--- config.mk ---
export PLATFORM = sky130hd
export DESIGN_NAME = bmp_cfg_regs
export DESIGN_NICKNAME = d
export VERILOG_FILES = /design/src/hw/rtl/bmp_pkg.sv /design/src/hw/rtl/bmp_cfg_regs.sv
export SDC_FILE = /design/constraint.sdc
export NUM_CORES = 1
export LEC_CHECK = 0
export BUFFER_PORTS_ARGS = -buffer_cell sky130_fd_sc_hd__clkbuf_2
export CELL_PAD_IN_SITES_DETAIL_PLACEMENT = 0
export CELL_PAD_IN_SITES_GLOBAL_PLACEMENT = 1
export CORE_AREA = 2 2 59 61
export DETAILED_ROUTE_END_ITERATION = 6
export DIE_AREA = 0 0 61 63
export GPL_TIMING_DRIVEN = 0
export PLACE_DENSITY_LB_ADDON = 0.2
export REMOVE_ABC_BUFFERS = 1
export SYNTH_ARGS = -nofsm -noshare
export SYNTH_HDL_FRONTEND = slang
export SYNTH_SLANG_ARGS = --single-unit
--- constraint.sdc ---
create_clock -name clk_i -period 1 [get_ports clk_i]
set_input_delay 0.15 -clock clk_i [delete_from_list [all_inputs] [get_ports clk_i]]
set_output_delay 0.15 -clock clk_i [all_outputs]
set_load 0.05 [all_outputs]
--- src/hw/rtl/bmp_pkg.sv ---
// Shared types, codes and helpers for the BMP pixel-array unpacker.
package bmp_pkg;

  localparam int unsigned MAX_DIM = 4096;
  localparam int unsigned PALETTE_DEPTH_DEF = 256;

  localparam int unsigned CFG_AW = 2;
  localparam int unsigned CFG_DW = 13;
  localparam int unsigned DIM_W = 13;
  localparam int unsigned POS_W = 12;

  localparam logic [CFG_AW-1:0] CFG_PIXEL_FORMAT = 2'd0;
  localparam logic [CFG_AW-1:0] CFG_IMAGE_WIDTH = 2'd1;
  localparam logic [CFG_AW-1:0] CFG_IMAGE_HEIGHT = 2'd2;

  localparam logic [1:0] FMT_PAL8 = 2'd0;
  localparam logic [1:0] FMT_BGR24 = 2'd1;
  localparam logic [1:0] FMT_BGRA32 = 2'd2;

  localparam logic CMD_PAL_WRITE = 1'b0;
  localparam logic CMD_PIXEL = 1'b1;

  localparam logic [7:0] ALPHA_OPAQUE = 8'hFF;

  typedef struct packed {
    logic [1:0]       pixel_format;
    logic [DIM_W-1:0] image_width;
    logic [DIM_W-1:0] image_height;
  } bmp_cfg_t;

  typedef struct packed {
    logic       cmd;
    logic [7:0] palette_index;
    logic [7:0] palette_red;
    logic [7:0] palette_green;
    logic [7:0] palette_blue;
    logic [7:0] data_byte;
  } bmp_in_t;

  typedef struct packed {
    logic [7:0]       red;
    logic [7:0]       green;
    logic [7:0]       blue;
    logic [7:0]       alpha;
    logic [POS_W-1:0] pixel_x;
    logic [POS_W-1:0] pixel_y;
    logic             last_pixel;
  } bmp_out_t;

  // Zero counts as one, anything above MAX_DIM as MAX_DIM.
  function automatic logic [DIM_W-1:0] clamp_dim(input logic [DIM_W-1:0] v);
    if (v == '0) return DIM_W'(1);
    if ({{(32-DIM_W){1'b0}}, v} > 32'(MAX_DIM)) return DIM_W'(MAX_DIM);
    return v;
  endfunction

endpackage

--- src/hw/rtl/bmp_cfg_regs.sv ---
// Configuration registers: pixel format and image dimensions.
module bmp_cfg_regs
  import bmp_pkg::*;
(
  input  logic              clk_i,
  input  logic              rst_ni,
  input  logic              cfg_we_i,
  input  logic [CFG_AW-1:0] cfg_index_i,
  input  logic [CFG_DW-1:0] cfg_wdata_i,
  output bmp_cfg_t          cfg_o
);

  bmp_cfg_t cfg_q, cfg_d;

  always_comb begin
    cfg_d = cfg_q;
    if (cfg_we_i) begin
      unique case (cfg_index_i)
        CFG_PIXEL_FORMAT: cfg_d.pixel_format = cfg_wdata_i[1:0];
        CFG_IMAGE_WIDTH:  cfg_d.image_width = cfg_wdata_i;
        CFG_IMAGE_HEIGHT: cfg_d.image_height = cfg_wdata_i;
        default: ;
      endcase
    end
  end

  always_ff @(posedge clk_i or negedge rst_ni) begin
    if (!rst_ni) begin
      cfg_q.pixel_format <= FMT_BGR24;
      cfg_q.image_width <= DIM_W'(1);
      cfg_q.image_height <= DIM_W'(1);
    end else begin
      cfg_q <= cfg_d;
    end
  end

  assign cfg_o = cfg_q;

endmodule

==> impl_metrics.tcl <==
set metrics [dict create \
    status "complete, but fails checks" \
    violations "setup timing" \
    power_density_mw_per_mm2 2260 \
    clock-sinks 28 \
    tightestPinTransition_ns 0.700 \
    crit_chain "clkbuf_16" \
    startpoint_type "flop" \
    cp_slowest_stage_delay_ns 0.59 \
    worstSetupPathType "flop to primary output" \
    numPortBuffers 45 \
    syn_inst 61 \
    max-clock-path-buffers 2 \
    synth.area.mux_share_pct 33.4 \
    mappedNetlistArea_sq_mm 0.00117 \
    cts_tree "yes" \
    synth_compound_area_share_pct 0 \
    intPower_uw 2850 \
    hpwl_mm 1.44 \
    root_buffer "clkbuf_4" \
    holdWs_ns 0.0510 \
    numCtsBuffers 3 \
    synth-seq-cells 28 \
    drive_gt1_share_pct 79.7 \
    swShare_pct 35.7 \
    power.net_switching_uw 1590 \
    avgSynthCellArea_sq_um 19.2 \
    gp_congestion 0.616 \
    reg2reg_slack_ns -0.02 \
    grt_max_degree 29 \
    core_sq_mm 0.00323 \
    peakVddDrop_mv 1.21 \
    die-area_sq_mm 0.00384 \
    worstPathArrival_ns 1.08 \
    die_w_um 61 \
    area_growth_pct 67.6 \
    rsz0062_at_grt "yes" \
    grt_overflow_total 0 \
    worst_setup_path_end_kind "primary output" \
    synth_fa_ha_area_share_pct 0 \
    r2r_cells 3 \
    crit_buf_inv 1 \
    clkLatencyLatePin_ns 0.32 \
    first_pass_iters 2 \
    vias 757 \
    drt-total-wl_mm 2.46 \
    seqPwrFrac_pct 35.2 \
    slew-limit-headroom_pct 53.3 \
    ant_nets 0 \
    die_h_um 63 \
    num_antenna_cells 0 \
    grt_use_total_pct 13.7 \
    yosys_warnings 0 \
    power.total_uw 4440 \
    yosysTopAreaCell "dfrtp_1" \
    synth_top_area_share_pct 53.5 \
    nNetsFinal 147 \
    setup_viol 32 \
    grt_pass1_vias 837 \
    crit_fanout 2 \
    ios 46 \
    leakagePower_uw 0.00100 \
    fin_ws_ns -0.229 \
    combPwrFrac_pct 47.9 \
    critical_path_required_ns 0.85 \
    period_minus_slack_ns 1.23 \
    setup_tns_ns -2.41 \
    drc 0 \
    synth_most_common_cell "dfrtp_1" \
    clk_pin_slew_ns 0.16 \
    antenna_found_initial 0 \
    grt_pass1_wl_mm 3.86 \
    max_freq_ghz 0.813 \
    r2r-end "cfg_o[10]" \
    finalHoldViolations 0 \
    crit_start "cfg_o[13]" \
    async_flop_share_pct 100 \
    timing.rr.start "cfg_o[10]" \
    yosysUniqueCellTypes 7 \
    drt_iter0_markers 8 \
    synthSimpleGateAreaFrac_pct 4.49 \
    cp-endpoint "cfg_o[13]" \
    synth_edf_count 0 \
    period_share_pct 123 \
    synthFlopType "dfrtp_1" \
    htree_num_levels 1 \
    crit_slowest_cell "dfstp_2" \
    maxCapViolations 0 \
    start_util_pct 36.2 \
    largest_reg_flops 28 \
    crit_cells 1 \
    synth_top_family_by_area "multiplexers" \
    num_rows 21 \
    yosysSeqAreaShare_pct 60.2 \
    fin_worst_skew_ns 0 \
    critPathTopFamily "flip-flops" \
    hp-class "input pin to flop" \
    p_clk_share_pct 16.9 \
    finalMaxSlewViolations 0 \
    ys_top_cells_by_count "25 x dfrtp_1, 20 x mux2_4, 8 x mux2_2" \
    synth-xor-area-share_pct 0 \
    yosys-top-cells-area "dfrtp_1 53%, mux2_4 26%, mux2_2 7.7%" \
    wl_per_cell_um 14.1 \
    via_per_inst 4.35 \
]
==> cell usage in the layout (no fill, tap or decap) <==
| cell type | count |
|---|---|
| buf_8 | 25 |
| nand3b_4 | 2 |
| buf_6 | 4 |
| dfrtp_1 | 25 |
| clkbuf_16 | 3 |
| mux2_4 | 20 |
| nor3b_2 | 1 |
| clkbuf_2 | 17 |
| mux2_2 | 8 |
| bufinv_16 | 1 |
| buf_4 | 15 |
| dfstp_2 | 3 |
| clkbuf_4 | 3 |
| dlygate4sd3_1 | 1 |
==> area by class of cell <==
type	instances	area, sq um
fillers	260	1270
flip-flops and latches	28	704
repair buffers	65	703
multi-input cells	31	443
well taps	46	57.6
clock inverters	1	30.0
clock buffers	3	22.5
==> repair_timing <==
action	in CTS	in global routing
gates resized for setup	59	29
setup endpoints to repair	28	28
hold endpoints to repair	25	0
gates cloned	0	0
setup buffers	11	8
hold buffers	1	0
==> power by group through the flow <==
stage | logic, uW | clock network (uW) | registers (uW)
finish | 2130 | 749 | 1560
global route | 2210 | 809 | 1590
CTS | 1930 | 764 | 1510
detailed placement | 1410 | 0 | 1500
global placement | 1400 | 0 | 1490
floorplan | 313 | 0 | 2260
==> worst min-delay path by stage <==
stage	cells after the start	start	slack [ns]	to
2_1_floorplan	0	rst_ni	-0.15	cfg_o[10]
3_3_place_gp	1	rst_ni	0.22	cfg_o[8]
3_5_place_dp	1	rst_ni	0.22	cfg_o[8]
4_1_cts	2	cfg_wdata_i[5]	0.04	cfg_o[18]
5_1_grt	2	cfg_wdata_i[9]	0.03	cfg_o[9]
6_report	2	cfg_wdata_i[12]	0.05	cfg_o[25]
==> through the flow <==
| step | setup slack [ns] | instance area (sq um) | cells | util [%] |
|---|---|---|---|---|
| 2_1_floorplan | 0.00961 | 1150 | 59 | - |
| 4_1_cts | -0.238 | 1850 | 166 | 57.4 |
| 3_3_place_gp | -0.124 | 1430 | 150 | 44.3 |
| 3_5_place_dp | -0.144 | 1430 | 150 | 44.3 |
| 5_1_grt | -0.274 | 1960 | 174 | 60.7 |
| 6_report | -0.229 | 1960 | 174 | 60.7 |
==> kinds of logic after synthesis <==
logic type             count (synthesis)
AND/OR/NAND/NOR                        3
multiplexers                          28
buffers and inverters                  2
flip-flops                            28
==> metal layers <==
metal,wire (um),global-route usage [%]
met4,15,4.89
met2,1370,23.3
met1,988,17.0
met5,0,0
met3,88,2.48
Note: power is estimated with default switching activity, not from simulation.
