File: src/hw/rtl/bmp_pkg.sv
// Shared types, codes and helpers for the BMP pixel-array unpacker.
package bmp_pkg;

  localparam int unsigned MAX_DIM = 4096;
  localparam int unsigned PALETTE_DEPTH_DEF = 256;

  localparam int unsigned CFG_AW = 2;
  localparam int unsigned CFG_DW = 13;
  localparam int unsigned DIM_W = 13;
  localparam int unsigned POS_W = 12;

  localparam logic [CFG_AW-1:0] CFG_PIXEL_FORMAT = 2'd0;
  localparam logic [CFG_AW-1:0] CFG_IMAGE_WIDTH = 2'd1;
  localparam logic [CFG_AW-1:0] CFG_IMAGE_HEIGHT = 2'd2;

  localparam logic [1:0] FMT_PAL8 = 2'd0;
  localparam logic [1:0] FMT_BGR24 = 2'd1;
  localparam logic [1:0] FMT_BGRA32 = 2'd2;

  localparam logic CMD_PAL_WRITE = 1'b0;
  localparam logic CMD_PIXEL = 1'b1;

  localparam logic [7:0] ALPHA_OPAQUE = 8'hFF;

  typedef struct packed {
    logic [1:0]       pixel_format;
    logic [DIM_W-1:0] image_width;
    logic [DIM_W-1:0] image_height;
  } bmp_cfg_t;

  typedef struct packed {
    logic       cmd;
    logic [7:0] palette_index;
    logic [7:0] palette_red;
    logic [7:0] palette_green;
    logic [7:0] palette_blue;
    logic [7:0] data_byte;
  } bmp_in_t;

  typedef struct packed {
    logic [7:0]       red;
    logic [7:0]       green;
    logic [7:0]       blue;
    logic [7:0]       alpha;
    logic [POS_W-1:0] pixel_x;
    logic [POS_W-1:0] pixel_y;
    logic             last_pixel;
  } bmp_out_t;

  // Zero counts as one, anything above MAX_DIM as MAX_DIM.
  function automatic logic [DIM_W-1:0] clamp_dim(input logic [DIM_W-1:0] v);
    if (v == '0) return DIM_W'(1);
    if ({{(32-DIM_W){1'b0}}, v} > 32'(MAX_DIM)) return DIM_W'(MAX_DIM);
    return v;
  endfunction

endpackage

File: src/hw/rtl/bmp_unpack.sv
// Byte assembly, row/column counters, padding skip and the result register.
module bmp_unpack
  import bmp_pkg::*;
#(
  parameter int unsigned PALETTE_DEPTH = PALETTE_DEPTH_DEF
) (
  input  logic        clk_i,
  input  logic        rst_ni,
  input  bmp_cfg_t    cfg_i,
  input  logic        in_acc_i,
  input  bmp_in_t     in_data_i,
  input  logic [23:0] pal_rdata_i,
  input  logic        out_stall_i,
  output logic        out_valid_o,
  output bmp_out_t    out_data_o
);

  logic [1:0]       phase_q, phase_d;
  logic [23:0]      held_q, held_d;
  logic [POS_W-1:0] col_q, col_d;
  logic [POS_W-1:0] row_q, row_d;
  logic [1:0]       pad_q, pad_d;
  logic             in_pad_q, in_pad_d;
  logic             out_valid_q, out_valid_d;

  bmp_out_t res_q, res_d;
  logic     use_pal_q, pal_oor_q;

  logic [DIM_W-1:0] w, h, wm1, hm1;
  logic             row_end, img_end, emit;
  logic [1:0]       pad_len;
  logic [7:0]       d;

  assign d = in_data_i.data_byte;

  always_comb begin
    w = clamp_dim(cfg_i.image_width);
    h = clamp_dim(cfg_i.image_height);
    wm1 = w - DIM_W'(1);
    hm1 = h - DIM_W'(1);
    row_end = {1'b0, col_q} >= wm1;
    img_end = row_end && ({1'b0, row_q} >= hm1);
    // pad bytes per row, up to a multiple of 4; bytes per pixel mod 4 are 1, 3 or 0
    case (cfg_i.pixel_format)
      FMT_PAL8:  pad_len = 2'(-w[1:0]);
      FMT_BGR24: pad_len = w[1:0];
      default:   pad_len = 2'd0;
    endcase
  end

  always_comb begin
    phase_d = phase_q;
    held_d = held_q;
    col_d = col_q;
    row_d = row_q;
    pad_d = pad_q;
    in_pad_d = in_pad_q;
    emit = 1'b0;

    res_d = res_q;
    res_d.pixel_x = col_q;
    res_d.pixel_y = hm1[POS_W-1:0] - row_q;
    res_d.last_pixel = img_end;
    res_d.alpha = ALPHA_OPAQUE;

    if (in_acc_i && in_data_i.cmd == CMD_PIXEL) begin
      if (in_pad_q) begin
        pad_d = pad_q - 2'd1;
        if (pad_d == 2'd0) in_pad_d = 1'b0;
      end else begin
        case (cfg_i.pixel_format)
          FMT_PAL8: begin
            emit = 1'b1;
          end
          FMT_BGR24: begin
            if (phase_q >= 2'd2) begin
              emit = 1'b1;
              res_d.red = d;
              res_d.green = held_q[15:8];
              res_d.blue = held_q[7:0];
            end
          end
          default: begin
            if (phase_q == 2'd3) begin
              emit = 1'b1;
              res_d.red = held_q[23:16];
              res_d.green = held_q[15:8];
              res_d.blue = held_q[7:0];
              res_d.alpha = d;
            end
          end
        endcase

        if (emit) begin
          phase_d = 2'd0;
          held_d = '0;
          if (row_end) begin
            col_d = '0;
            row_d = img_end ? '0 : row_q + POS_W'(1);
            if (pad_len != 2'd0) begin
              in_pad_d = 1'b1;
              pad_d = pad_len;
            end
          end else begin
            col_d = col_q + POS_W'(1);
          end
        end else begin
          case (phase_q)
            2'd0:    held_d[7:0] = d;
            2'd1:    held_d[15:8] = d;
            2'd2:    held_d[23:16] = d;
            default: ;
          endcase
          phase_d = phase_q + 2'd1;
        end
      end
    end

    out_valid_d = (out_valid_q && out_stall_i) || emit;
  end

  always_ff @(posedge clk_i or negedge rst_ni) begin
    if (!rst_ni) begin
      phase_q <= '0;
      held_q <= '0;
      col_q <= '0;
      row_q <= '0;
      pad_q <= '0;
      in_pad_q <= 1'b0;
      out_valid_q <= 1'b0;
    end else begin
      phase_q <= phase_d;
      held_q <= held_d;
      col_q <= col_d;
      row_q <= row_d;
      pad_q <= pad_d;
      in_pad_q <= in_pad_d;
      out_valid_q <= out_valid_d;
    end
  end

  always_ff @(posedge clk_i) begin
    if (emit) begin
      res_q <= res_d;
      use_pal_q <= (cfg_i.pixel_format == FMT_PAL8);
      pal_oor_q <= ({1'b0, d} >= 9'(PALETTE_DEPTH));
    end
  end

  // palette data arrives registered alongside the result
  always_comb begin
    out_data_o = res_q;
    if (use_pal_q) begin
      out_data_o.red = pal_oor_q ? 8'd0 : pal_rdata_i[23:16];
      out_data_o.green = pal_oor_q ? 8'd0 : pal_rdata_i[15:8];
      out_data_o.blue = pal_oor_q ? 8'd0 : pal_rdata_i[7:0];
    end
  end

  assign out_valid_o = out_valid_q;

endmodule

File: config.mk
export PLATFORM = sky130hd
export DESIGN_NAME = bmp_unpack
export DESIGN_NICKNAME = d
export VERILOG_FILES = /design/src/hw/rtl/bmp_pkg.sv /design/src/hw/rtl/bmp_unpack.sv
export SDC_FILE = /design/constraint.sdc
export NUM_CORES = 1
export LEC_CHECK = 0
export BUFFER_PORTS_ARGS = -buffer_cell sky130_fd_sc_hd__buf_2
export CORE_AREA = 3 3 117 119
export CTS_BUF_LIST = sky130_fd_sc_hd__clkbuf_16
export DETAILED_ROUTE_END_ITERATION = 7
export DIE_AREA = 0 0 120 122
export PLACE_DENSITY = 0.89
export SYNTH_ARGS = -nofsm -noshare
export SYNTH_HDL_FRONTEND = slang
export SYNTH_SLANG_ARGS = --single-unit
File: constraint.sdc
create_clock -name clk_i -period 2.9 [get_ports clk_i]
set_input_delay 0.29 -clock clk_i [delete_from_list [all_inputs] [get_ports clk_i]]
set_output_delay 0.29 -clock clk_i [all_outputs]
set_load 0.01 [all_outputs]
==> results of run 1 <==
layout by cell type (no fill, tap or decap), types with 10 or more instances in the layout:
master                     count
sky130_fd_sc_hd__buf_6        11
sky130_fd_sc_hd__o21ai_1      21
sky130_fd_sc_hd__xnor2_1      12
sky130_fd_sc_hd__edfxtp_1     58
sky130_fd_sc_hd__a22o_1       36
sky130_fd_sc_hd__o21ai_0      15
sky130_fd_sc_hd__ha_4         10
sky130_fd_sc_hd__buf_2       118
sky130_fd_sc_hd__nor2b_1      29
sky130_fd_sc_hd__ha_1         33
sky130_fd_sc_hd__a21oi_1      15
sky130_fd_sc_hd__nor2_1       36
sky130_fd_sc_hd__nand2_1      50
sky130_fd_sc_hd__buf_4       103
sky130_fd_sc_hd__mux2_2       24
sky130_fd_sc_hd__dfrtp_1      54
sky130_fd_sc_hd__nand3_1      11
sky130_fd_sc_hd__inv_1        37
sky130_fd_sc_hd__and2_1       10
sky130_fd_sc_hd__nor3_1       11
routing by layer:
metal / GRT usage / up-vias / share of wire
met2: 0.397 / 258 / 0.50
met5: 0 / - / 0
li1: - / 2744 / -
met1: 0.274 / 2817 / 0.41
met3: 0.0427 / 37 / 0.060
met4: 0.0795 / 0 / 0.026
per-stage QoR:
step,total power [W],setup slack (ps),hold WS (ps)
floorplan,0.00256,-359,-5.59
global placement,0.00286,-448,250
detailed placement,0.00290,-511,249
CTS,0.00419,-56.9,142
global route,0.00441,-305,149
finish,0.00425,-192,146
synthesized netlist by cell type (all sizes together) (2+ instances only):
master   n  area, µm²
o32a     2       20.0
edfxtp  58       1740
mux2    26        297
o21bai   2       15.0
a21oi   26        156
xor2     6       52.6
and2    11       68.8
nand4b   2       17.5
o31ai    3       36.3
ha      44        551
or2      2       12.5
a211oi   6       67.6
and4     3       26.3
nor2b   32        208
o21ai   43        215
nand2b  10       62.6
nand3   12       60.1
nand2   54        213
o31a     2       17.5
a22o    36        315
and3    10       62.6
nor3b    2       15.0
o22ai    2       12.5
or3      3       18.8
nand3b   4       30.0
clkbuf  12       46.3
nand4    4       25.0
nor3    15       85.1
a21o     4       30.0
inv     38        145
nor4    11       90.1
dfrtp   54       1350
xnor2   14        123
nor2    40        153
buf     44        324
o211ai   2       15.0
o21a     9       67.6
power breakdown:
| group | total [W] | internal (W) | leakage (nW) | switching (W) |
|---|---|---|---|---|
| sequential | 0.00197 | 0.00185 | 1.22 | 0.000117 |
| clock | 0.00127 | 0.000681 | 0.147 | 0.000586 |
| combinational | 0.00101 | 0.000503 | 2.56 | 0.000511 |
what timing repair did:
| action | CTS | global route |
|---|---|---|
| endpoints found under the hold margin | 16 | 0 |
| endpoints found under the setup margin | 25 | 32 |
| hold buffers | 1 | 0 |
| resized for setup | 35 | 47 |
| pin swaps | 36 | 47 |
| cloned | 2 | 1 |
| setup buffers | 17 | 10 |
cell families (layout without fill, tap and decap cells):
kind of cell / after synthesis / in the layout / share of synthesized area
compound gates: 149 / 151 / 0.157
xor+xnor: 20 / 20 / 0.0253
fa+ha+maj: 45 / 45 / 0.0824
buf+inv: 94 / 288 / 0.0745
flops: 112 / 112 / 0.447
mux: 27 / 27 / 0.0443
simple gates: 218 / 218 / 0.170
worst register-to-register path: stages, from the launching register on:
cell and delay [ps]:
sky130_fd_sc_hd__dfrtp_1 430, sky130_fd_sc_hd__ha_1 400, sky130_fd_sc_hd__inv_1 140, sky130_fd_sc_hd__a21oi_4 340, sky130_fd_sc_hd__nand2_4 210, sky130_fd_sc_hd__inv_4 230, sky130_fd_sc_hd__buf_4 270, sky130_fd_sc_hd__nand2_1 80
sky130_fd_sc_hd__mux2_4 270
worst paths after layout:
| path | slack (ps) | end | cells after the start |
|---|---|---|---|
| worst min register to register | 490 | out_valid_o | 2 |
| worst min-delay path | 150 | out_valid_o | 3 |
| max in group asynchronous | 1840 | held_q[6] | 3 |
| min in group asynchronous | 410 | col_q[8] | 2 |
| worst max register to register | 430 | row_q[0] | 8 |
| worst max-delay path | -190 | row_q[0] | 18 |
registers in the layout (all words and copies together) (netlist names):
register	count
out_valid_o	1
res_q	24
use_pal_q	1
in_pad_q	1
row_q	12
held_q	24
pad_q	2
phase_q	2
out_data_o	33
col_q	12
cell type report:
cell class | count | area, µm²
multi-input cells | 461 | 3820
clock buffers | 9 | 225
repair buffers | 234 | 1510
clock inverters | 7 | 80.1
well taps | 172 | 215
flip-flops and latches | 112 | 3090
inverters | 38 | 145
fillers | 829 | 3580
==> impl_metrics.env, run 1 <==
export IMPL_run_status="finished, violations left"
export IMPL_failing_checks="setup timing"
export IMPL_grt_antenna_before_repair=0
export IMPL_grt_setup_unrepaired="yes"
export IMPL_design_area_um2=9090
export IMPL_drt_first_iter_violations=482
export IMPL_fin_cells=1033
export IMPL_max_slew_margin=0.372
export IMPL_hold_path_class="primary input to register"
export IMPL_die_width_um=120
export IMPL_synth_enable_flop_cells=58
export IMPL_post_dp_cell_area_um2=8190
export IMPL_post_dp_hpwl_um=11800
export IMPL_timing_setup_tns_ps=-1830
export IMPL_numPortBuffers=122
export IMPL_cts_reportedPaths_clkPinSlew_ps=70
export IMPL_final_max_slew_viol_count=0
export IMPL_overflow=0
export IMPL_syn_to_final_growth_pct=31.3
export IMPL_num_antenna_cells=0
export IMPL_ctsRootBufferMaster="sky130_fd_sc_hd__clkbuf_16"
export IMPL_synth_cell_area_um2=6920
export IMPL_synth_lib_cells_used_distinct=72
export IMPL_worstPathMaxFanout=8
export IMPL_clock_skew_ps=9.68
export IMPL_final_nets=998
export IMPL_irDropWorstVdd_mv=0.354
export IMPL_routed_via_count=5856
export IMPL_crit_path_start_kind="primary input"
export IMPL_wl_per_cell_um=17.1
export IMPL_post_route_drc_count=0
export IMPL_timing_critical_path_required_ps=3140
export IMPL_cp_buffers_inverters=3
export IMPL_ys_seq_area_frac=0.447
export IMPL_wire_length_of_the_first_global_routing_pass_um=26500
export IMPL_track_usage=0.224
export IMPL_die_y_um=122
export IMPL_reported_leakage_power_nw=3.92
export IMPL_drt_pass1_iterations=7
export IMPL_finalCoreUtilization=0.717
export IMPL_syn_nets=807
export IMPL_ys_async_sr_fraction=0.482
export IMPL_finalWirelength_um=17700
export IMPL_endpoint_kind="register"
export IMPL_max_clock_freq_mhz=323
export IMPL_initial_cell_density_of_the_core=0.546
export IMPL_min_period_over_period=1.07
export IMPL_fp_dieArea_um2=14600
export IMPL_power_density_nw_per_um2=468
export IMPL_endpoints_failing_setup=18
export IMPL_cpMaxStageDelayCell="sky130_fd_sc_hd__o32a_1"
export IMPL_synth_ff_latch_count=112
export IMPL_crit_path_start="cfg_i[3]"
export IMPL_detail_route_vias_per_cell=5.67
export IMPL_crit_reg2reg_launch="phase_q[1]"
export IMPL_synthFlopType="sky130_fd_sc_hd__edfxtp_1"
export IMPL_placed_cells=991
export IMPL_pin_slew_with_the_least_headroom_to_its_limit_ps=942
export IMPL_grt_start_max_net_pins=25
export IMPL_cap_violations=0
export IMPL_first_global_vias=5547
export IMPL_post_route_worst_setup_slack_ps=-192
export IMPL_synth_avg_cell_area_um2=10.4
export IMPL_cts_sinks=112
export IMPL_cp_cell_sequence="buf_6 -> or2_4 -> nor3_4 -> and3_1 -> o21a_1 -> inv_2 -> ha_4 -> nand2_2 -> o31a_1 -> o32a_1 -> ha_4 -> nand4_1 -> nor3_4 -> nor4_4 -> buf_4 -> a21oi_4 -> nor2b_4 -> mux2_4"
export IMPL_clk_latency_ps=350
export IMPL_hold_path_startpoint="out_stall_i"
export IMPL_cp_data_arrival_time_ps=3330
export IMPL_timing_critical_path_max_delay_family="compound AO/OA/AOI/OAI gates"
export IMPL_synthesized_netlist_cell_count=665
export IMPL_rows=41
export IMPL_boundaryPins=155
export IMPL_cts_htree_levels=3
export IMPL_critPathMaxStageDelay_ps=410
export IMPL_finalHoldViolCount=0
export IMPL_period_needed_ps=3090
export IMPL_path_class="primary input to register"
export IMPL_clockBufferDepth=2
export IMPL_route_antenna_remaining_nets=0
export IMPL_cts_inserted_buffers=9
export IMPL_ys_warnings_count=0
export IMPL_drive_above_1_share=0.412
export IMPL_place_congestion=0.891
export IMPL_cts_tree="built"
export IMPL_core_region_area_um2=12700
No activity file was read; power rests on OpenSTA's default activity.
==> run 2, diff against run 1 <==
--- a/config.mk
+++ b/config.mk
@@ -6,11 +6,12 @@
 export NUM_CORES = 1
 export LEC_CHECK = 0
 export BUFFER_PORTS_ARGS = -buffer_cell sky130_fd_sc_hd__buf_2
-export CORE_AREA = 3 3 117 119
+export CORE_AREA = 3 3 122 124
 export CTS_BUF_LIST = sky130_fd_sc_hd__clkbuf_16
 export DETAILED_ROUTE_END_ITERATION = 7
-export DIE_AREA = 0 0 120 122
-export PLACE_DENSITY = 0.89
+export DIE_AREA = 0 0 125 127
+export GPL_TIMING_DRIVEN = 0
+export PLACE_DENSITY = 0.87
 export SYNTH_ARGS = -nofsm -noshare
 export SYNTH_HDL_FRONTEND = slang
 export SYNTH_SLANG_ARGS = --single-unit
==> constraint.sdc (replaced) <==
create_clock -name clk_i -period 2.7 [get_ports clk_i]
set_input_delay 0.27 -clock clk_i [delete_from_list [all_inputs] [get_ports clk_i]]
set_output_delay 0.27 -clock clk_i [all_outputs]
set_load 0.01 [all_outputs]
==> run 2 against run 1 <==
Net effect:
- the run ends with hold timing, setup timing left
- sequential share of layout area is 0.32 points higher
- flip-flop and latch count unchanged
- critical endpoint is now row_q[11]
- register-to-register slack got worse by 300 ps
- highest routed layer unchanged
- non-clock buffer count fell by 9
- via count is 1.1% lower
- setup slack lost 300 ps
- wire length down 3.2%
- total power grew 4.9%
- first-iteration DRC count shrank 3.9%
==> impl_metrics.env, run 2 (same netlist as run 1, synthesis figures left out) <==
export IMPL_run_status="finished, violations left"
export IMPL_failing_checks="hold timing, setup timing"
export IMPL_syn_to_final_growth_pct=30.1
export IMPL_timing_critical_path_required_ps=2930
export IMPL_initial_cell_density_of_the_core=0.499
export IMPL_die_y_um=127
export IMPL_finalCoreUtilization=0.649
export IMPL_drt_first_iter_violations=463
export IMPL_combinationalPowerShare=0.240
export IMPL_core_region_area_um2=13900
export IMPL_final_max_slew_viol_count=0
export IMPL_die_width_um=125
export IMPL_endpoint_kind="register"
export IMPL_fp_dieArea_um2=15900
export IMPL_wire_length_of_the_first_global_routing_pass_um=26400
export IMPL_fin_cells=1030
export IMPL_crit_reg2reg_launch="phase_q[0]"
export IMPL_grt_met1_usage=0.261
export IMPL_nFillCells=1038
export IMPL_cts_tree="built"
export IMPL_cts_reportedPaths_clkPinSlew_ps=80
export IMPL_endpoints_failing_setup=35
export IMPL_period_needed_ps=3190
export IMPL_placed_cells=967
export IMPL_hold_buffers=0
export IMPL_grt_start_max_net_pins=55
export IMPL_hold_path_class="primary input to async pin"
export IMPL_irDropWorstVdd_mv=0.289
export IMPL_switching_share=0.293
export IMPL_clkPwrFrac=0.286
export IMPL_layout_cells_most_common="sky130_fd_sc_hd__buf_2"
export IMPL_post_route_drc_count=0
export IMPL_cap_violations=0
export IMPL_max_clock_freq_mhz=313
export IMPL_boundaryPins=155
export IMPL_route_antenna_remaining_nets=0
export IMPL_rows=43
export IMPL_cts_sinks=112
export IMPL_drive_above_1_share=0.401
export IMPL_crit_path_start="cfg_i[2]"
export IMPL_most_common_layout_cells="116 x sky130_fd_sc_hd__buf_2, 78 x sky130_fd_sc_hd__buf_4, 58 x sky130_fd_sc_hd__edfxtp_1, 54 x sky130_fd_sc_hd__dfrtp_1, 49 x sky130_fd_sc_hd__nand2_1"
export IMPL_cts_htree_levels=3
export IMPL_internal_w=0.00315
export IMPL_final_hold_worst_slack_ps=-35.9
export IMPL_overflow=0
export IMPL_post_route_worst_setup_slack_ps=-492
export IMPL_post_dp_hpwl_um=11000
export IMPL_met2_usage=0.353
export IMPL_drt_pass1_iterations=5
export IMPL_worstPathMaxFanout=7
export IMPL_power_share_sequential=0.474
export IMPL_max_slew_margin=0.429
export IMPL_crit_path_start_kind="primary input"
export IMPL_finalHoldViolCount=54
export IMPL_num_antenna_cells=0
export IMPL_clockBufferDepth=2
export IMPL_track_usage=0.202
export IMPL_grt_setup_unrepaired="yes"
export IMPL_p_sw_w=0.00131
export IMPL_globalRouteMet3Util=0.0314
export IMPL_path_class="primary input to register"
export IMPL_first_global_vias=5429
export IMPL_reported_leakage_power_nw=3.85
export IMPL_routed_via_count=5791
export IMPL_final_nets=987
export IMPL_ctsRootBufferMaster="sky130_fd_sc_hd__clkbuf_16"
export IMPL_cp_data_arrival_time_ps=3430
export IMPL_place_congestion=0.894
export IMPL_numPortBuffers=121
export IMPL_pin_slew_with_the_least_headroom_to_its_limit_ps=850
export IMPL_clk_latency_ps=350
export IMPL_detail_route_vias_per_cell=5.62
export IMPL_largest_register_ffs=33
export IMPL_min_period_over_period=1.18
export IMPL_grt_antenna_before_repair=0
export IMPL_wl_per_cell_um=16.6
export IMPL_globalRoute_busiestLayer="met2"
export IMPL_finalWirelength_um=17100
export IMPL_clock_skew_ps=10.3
export IMPL_cts_inserted_buffers=9
export IMPL_power_density_nw_per_um2=495
run 2: changes by cell type in the layout (fill, tap and decap cells not counted), sizes merged:
cell and delta:
clkbuf +11, bufinv -1, clkinv +2, buf -19, dlygate4sd3 -1, a21oi -2, clkinvlp -1
run 2: layer usage:
metal	share of wire	wire length, µm
met5	0	0
met4	0.023	399
met3	0.064	1090
met2	0.50	8540
met1	0.41	7070
run 2: power groups by stage:
stage	logic [W]	registers (W)	clock network, W
after detailed placement	0.000906	0.00215	0
after floorplan	0.000647	0.00210	0
final	0.00107	0.00212	0.00127
after global placement	0.000866	0.00214	0
after global routing	0.00117	0.00214	0.00138
after CTS	0.000978	0.00211	0.00129
run 2: layout make-up:
class	count	area [µm²]	share of cell area
multi-input combinational	459	3770	0.419
sequential	112	3090	0.343
tap	180	225	0.0250
clock inverter	7	60.1	0.00667
inverter	38	149	0.0165
clock buffer	9	225	0.0250
timing repair buffer	172	1090	0.121
buffer	53	384	0.0427
run 2: critical path, cell delays in order:
cell	delay (ps)
sky130_fd_sc_hd__buf_8	70
sky130_fd_sc_hd__or2_4	120
sky130_fd_sc_hd__nor3_4	40
sky130_fd_sc_hd__and3_1	140
sky130_fd_sc_hd__o21a_1	230
sky130_fd_sc_hd__inv_2	100
sky130_fd_sc_hd__ha_4	170
sky130_fd_sc_hd__nand2_4	60
sky130_fd_sc_hd__o31a_1	290
sky130_fd_sc_hd__o32a_1	350
sky130_fd_sc_hd__ha_4	330
sky130_fd_sc_hd__nand4_1	150
sky130_fd_sc_hd__nor3_2	250
sky130_fd_sc_hd__nor4_2	80
sky130_fd_sc_hd__a21oi_4	320
sky130_fd_sc_hd__buf_6	190
sky130_fd_sc_hd__o21ai_2	50
sky130_fd_sc_hd__a22o_1	210
run 2: timing repair:
action	CTS	global route
buffers inserted	27	20
pin swaps	44	30
endpoints found under the hold margin	0	0
endpoints found under the setup margin	35	35
gates cloned	3	1
resized for setup	68	38
run 2: path summary, 6_finish.rpt:
check | endpoint | slack (ps) | cells past startpoint
worst max-delay path | row_q[11] | -490 | 18
worst min-delay path | row_q[8] | -40 | 1
worst max register to register | col_q[11] | 130 | 10
worst min register to register | out_valid_o | 490 | 2
max in group asynchronous | held_q[13] | 2260 | 1
min in group clk_i | out_valid_o | 130 | 3
run 2: through the flow:
step           power, W  hold WS, ps  setup slack (ps)  TNS (ps)  instance area, µm²
2_1_floorplan   0.00275        -25.6              -539    -12090                7100
3_3_place_gp    0.00300          465              -992    -35510                7930
3_5_place_dp    0.00305          480             -1050    -30770                7940
4_1_cts         0.00439          123              -285     -6230                8700
5_1_grt         0.00469         18.9              -556    -14370                9000
6_report        0.00446        -35.9              -492    -10510                9000
==> run 3, diff against run 2 <==
--- a/config.mk
+++ b/config.mk
@@ -6,12 +6,14 @@
 export NUM_CORES = 1
 export LEC_CHECK = 0
 export BUFFER_PORTS_ARGS = -buffer_cell sky130_fd_sc_hd__buf_2
-export CORE_AREA = 3 3 122 124
+export CELL_PAD_IN_SITES_DETAIL_PLACEMENT = 1
+export CELL_PAD_IN_SITES_GLOBAL_PLACEMENT = 1
+export CORE_AREA = 3 3 139 141
 export CTS_BUF_LIST = sky130_fd_sc_hd__clkbuf_16
 export DETAILED_ROUTE_END_ITERATION = 7
-export DIE_AREA = 0 0 125 127
+export DIE_AREA = 0 0 142 144
 export GPL_TIMING_DRIVEN = 0
-export PLACE_DENSITY = 0.87
+export PLACE_DENSITY = 0.86
 export SYNTH_ARGS = -nofsm -noshare
 export SYNTH_HDL_FRONTEND = slang
 export SYNTH_SLANG_ARGS = --single-unit
==> constraint.sdc (replaced) <==
create_clock -name clk_i -period 2.9 [get_ports clk_i]
set_input_delay 0.29 -clock clk_i [delete_from_list [all_inputs] [get_ports clk_i]]
set_output_delay 0.29 -clock clk_i [all_outputs]
set_load 0.01 [all_outputs]
==> run 3 against run 2 <==
Net effect:
- via count shrank 1.2%
- design area shrank 0.47%
- non-clock buffer count shrank 12
- clock-buffer cell count is the same
- largest cell class unchanged
- sequential share of layout area grew 0.16 points
- combinational power shrank 7%
- the run still ends with hold timing, setup timing left
- final cell count grew 3.6%
- total power shrank 5.2%
- hold slack gained 12 ps
==> impl_metrics.env, run 3 (same netlist as run 1, synthesis figures left out) <==
export IMPL_run_status="finished, violations left"
export IMPL_failing_checks="hold timing, setup timing"
export IMPL_timing_critical_path_required_ps=3140
export IMPL_drive_above_1_share=0.383
export IMPL_core_region_area_um2=18100
export IMPL_crit_path_start="cfg_i[2]"
export IMPL_wl_per_cell_um=18.0
export IMPL_die_width_um=142
export IMPL_placed_cells=1016
export IMPL_cts_sinks=112
export IMPL_boundaryPins=155
export IMPL_hold_path_class="primary input to async pin"
export IMPL_place_congestion=0.819
export IMPL_cap_violations=0
export IMPL_rows=49
export IMPL_p_sw_w=0.00128
export IMPL_die_y_um=144
export IMPL_post_route_worst_setup_slack_ps=-180
export IMPL_largest_register_ffs=33
export IMPL_path_class="primary input to register"
export IMPL_period_needed_ps=3080
export IMPL_final_max_slew_viol_count=0
export IMPL_most_common_layout_cells="118 x sky130_fd_sc_hd__buf_2, 71 x sky130_fd_sc_hd__buf_4, 58 x sky130_fd_sc_hd__edfxtp_1, 54 x sky130_fd_sc_hd__dfrtp_1, 49 x sky130_fd_sc_hd__nand2_1"
export IMPL_pin_slew_with_the_least_headroom_to_its_limit_ps=736
export IMPL_grt_setup_unrepaired="yes"
export IMPL_post_dp_cell_area_um2=8010
export IMPL_post_dp_hpwl_um=13200
export IMPL_grt_antenna_before_repair=0
export IMPL_initial_cell_density_of_the_core=0.383
export IMPL_reported_leakage_power_nw=3.78
export IMPL_power_density_nw_per_um2=472
export IMPL_post_route_drc_count=0
export IMPL_combinationalPowerShare=0.237
export IMPL_layout_cells_most_common="sky130_fd_sc_hd__buf_2"
export IMPL_design_area_um2=8960
export IMPL_clkPwrFrac=0.296
export IMPL_switching_share=0.304
export IMPL_finalHoldViolCount=8
export IMPL_worstPathMaxFanout=6
export IMPL_detail_route_vias_per_cell=5.36
export IMPL_final_hold_worst_slack_ps=-23.8
export IMPL_route_antenna_remaining_nets=0
export IMPL_cts_inserted_buffers=9
export IMPL_final_nets=975
export IMPL_fp_dieArea_um2=20400
export IMPL_syn_to_final_growth_pct=29.5
export IMPL_fin_cells=1067
export IMPL_track_usage=0.183
export IMPL_internal_w=0.00294
export IMPL_finalWirelength_um=19200
export IMPL_cts_reportedPaths_clkPinSlew_ps=90
export IMPL_routed_via_count=5721
export IMPL_endpoint_kind="register"
export IMPL_irDropWorstVdd_mv=0.276
export IMPL_crit_path_start_kind="primary input"
export IMPL_clk_latency_ps=360
export IMPL_power_share_sequential=0.466
export IMPL_clockBufferDepth=2
export IMPL_finalCoreUtilization=0.496
export IMPL_reg2reg_depth=10
export IMPL_ctsRootBufferMaster="sky130_fd_sc_hd__clkbuf_16"
export IMPL_first_global_vias=6011
export IMPL_grt_start_max_net_pins=55
export IMPL_cts_tree="built"
export IMPL_clock_skew_ps=12.1
export IMPL_overflow=0
export IMPL_cts_htree_levels=3
export IMPL_crit_reg2reg_launch="phase_q[0]"
export IMPL_min_period_over_period=1.06
export IMPL_num_antenna_cells=0
export IMPL_cp_data_arrival_time_ps=3320
export IMPL_numPortBuffers=121
export IMPL_wire_length_of_the_first_global_routing_pass_um=30500
export IMPL_endpoints_failing_setup=25
export IMPL_drt_first_iter_violations=233
export IMPL_max_clock_freq_mhz=325
export IMPL_max_slew_margin=0.509
export IMPL_drt_pass1_iterations=4
[run 3: changes by cell type in the layout (fill, tap and decap cells not counted), moves of 4 or more]
cell | before | now
sky130_fd_sc_hd__nor2_2 | 5 | 1
sky130_fd_sc_hd__o21ai_2 | 15 | 9
sky130_fd_sc_hd__buf_6 | 14 | 8
sky130_fd_sc_hd__buf_4 | 78 | 71
sky130_fd_sc_hd__nor2_1 | 33 | 37
sky130_fd_sc_hd__o21ai_1 | 11 | 17
[run 3: critical path, cell delays in order]
cell and delay (ps):
sky130_fd_sc_hd__buf_8 100, sky130_fd_sc_hd__or2_4 260, sky130_fd_sc_hd__nor3_4 150, sky130_fd_sc_hd__and3_4 210, sky130_fd_sc_hd__o21a_1 150, sky130_fd_sc_hd__inv_2 60, sky130_fd_sc_hd__ha_4 190, sky130_fd_sc_hd__nor2b_4 140
sky130_fd_sc_hd__o21a_1 110, sky130_fd_sc_hd__or2_4 240, sky130_fd_sc_hd__ha_4 290, sky130_fd_sc_hd__nand3_4 80, sky130_fd_sc_hd__nor3_2 240, sky130_fd_sc_hd__nor4_2 80, sky130_fd_sc_hd__a21oi_4 260, sky130_fd_sc_hd__buf_6 180
sky130_fd_sc_hd__o21ai_2 60, sky130_fd_sc_hd__a22o_1 200
[run 3: worst paths after layout]
check	endpoint	slack, ps
setup / recovery	row_q[2]	-180
hold / removal	row_q[10]	-20
setup reg to reg	col_q[11]	260
hold reg to reg	out_valid_o	490
max in group asynchronous	col_q[4]	2410
min in group clk_i	out_valid_o	130
[run 3: metal layers]
| layer | part of all wire | up-vias | GRT usage |
|---|---|---|---|
| li1 | - | 2709 | - |
| met1 | 0.44 | 2866 | 0.231 |
| met2 | 0.52 | 127 | 0.332 |
| met3 | 0.032 | 19 | 0.0248 |
| met4 | 0.012 | 0 | 0.0449 |
| met5 | 0 | - | 0 |
[run 3: power by group through the flow]
stage               logic (W)  registers (W)  clock network, W
floorplan            0.000602        0.00196                 0
global placement     0.000821        0.00200                 0
detailed placement   0.000866        0.00200                 0
CTS                  0.000931        0.00197           0.00128
global route          0.00111        0.00199           0.00136
finish                0.00100        0.00197           0.00125
[run 3: layout make-up]
cell class              instances  area (µm²)
fillers                      2011        9120
multi-input cells             459        3780
flip-flops and latches        112        3090
repair buffers                161         980
plain buffers                  52         365
well taps                     229         287
clock buffers                   9         225
inverters                      38         151
clock inverters                 7        77.6
[run 3: what timing repair did]
| action | CTS | global route |
|---|---|---|
| hold buffers | 0 | 0 |
| gates resized for setup | 47 | 47 |
| endpoints found under the setup margin | 34 | 32 |
| buffers inserted | 24 | 13 |
| gates cloned | 1 | 1 |
| pin swaps | 38 | 33 |
[run 3: stage by stage]
step | TNS, ps | hold slack (ps) | total power [W] | setup WS, ps
final | -2610 | -23.8 | 0.00423 | -180
after detailed placement | -29060 | 479 | 0.00287 | -1010
after global placement | -28230 | 475 | 0.00282 | -914
after floorplan | -6210 | -5.59 | 0.00256 | -359
after global routing | -6330 | 49.1 | 0.00445 | -276
after CTS | -1690 | 122 | 0.00418 | -117
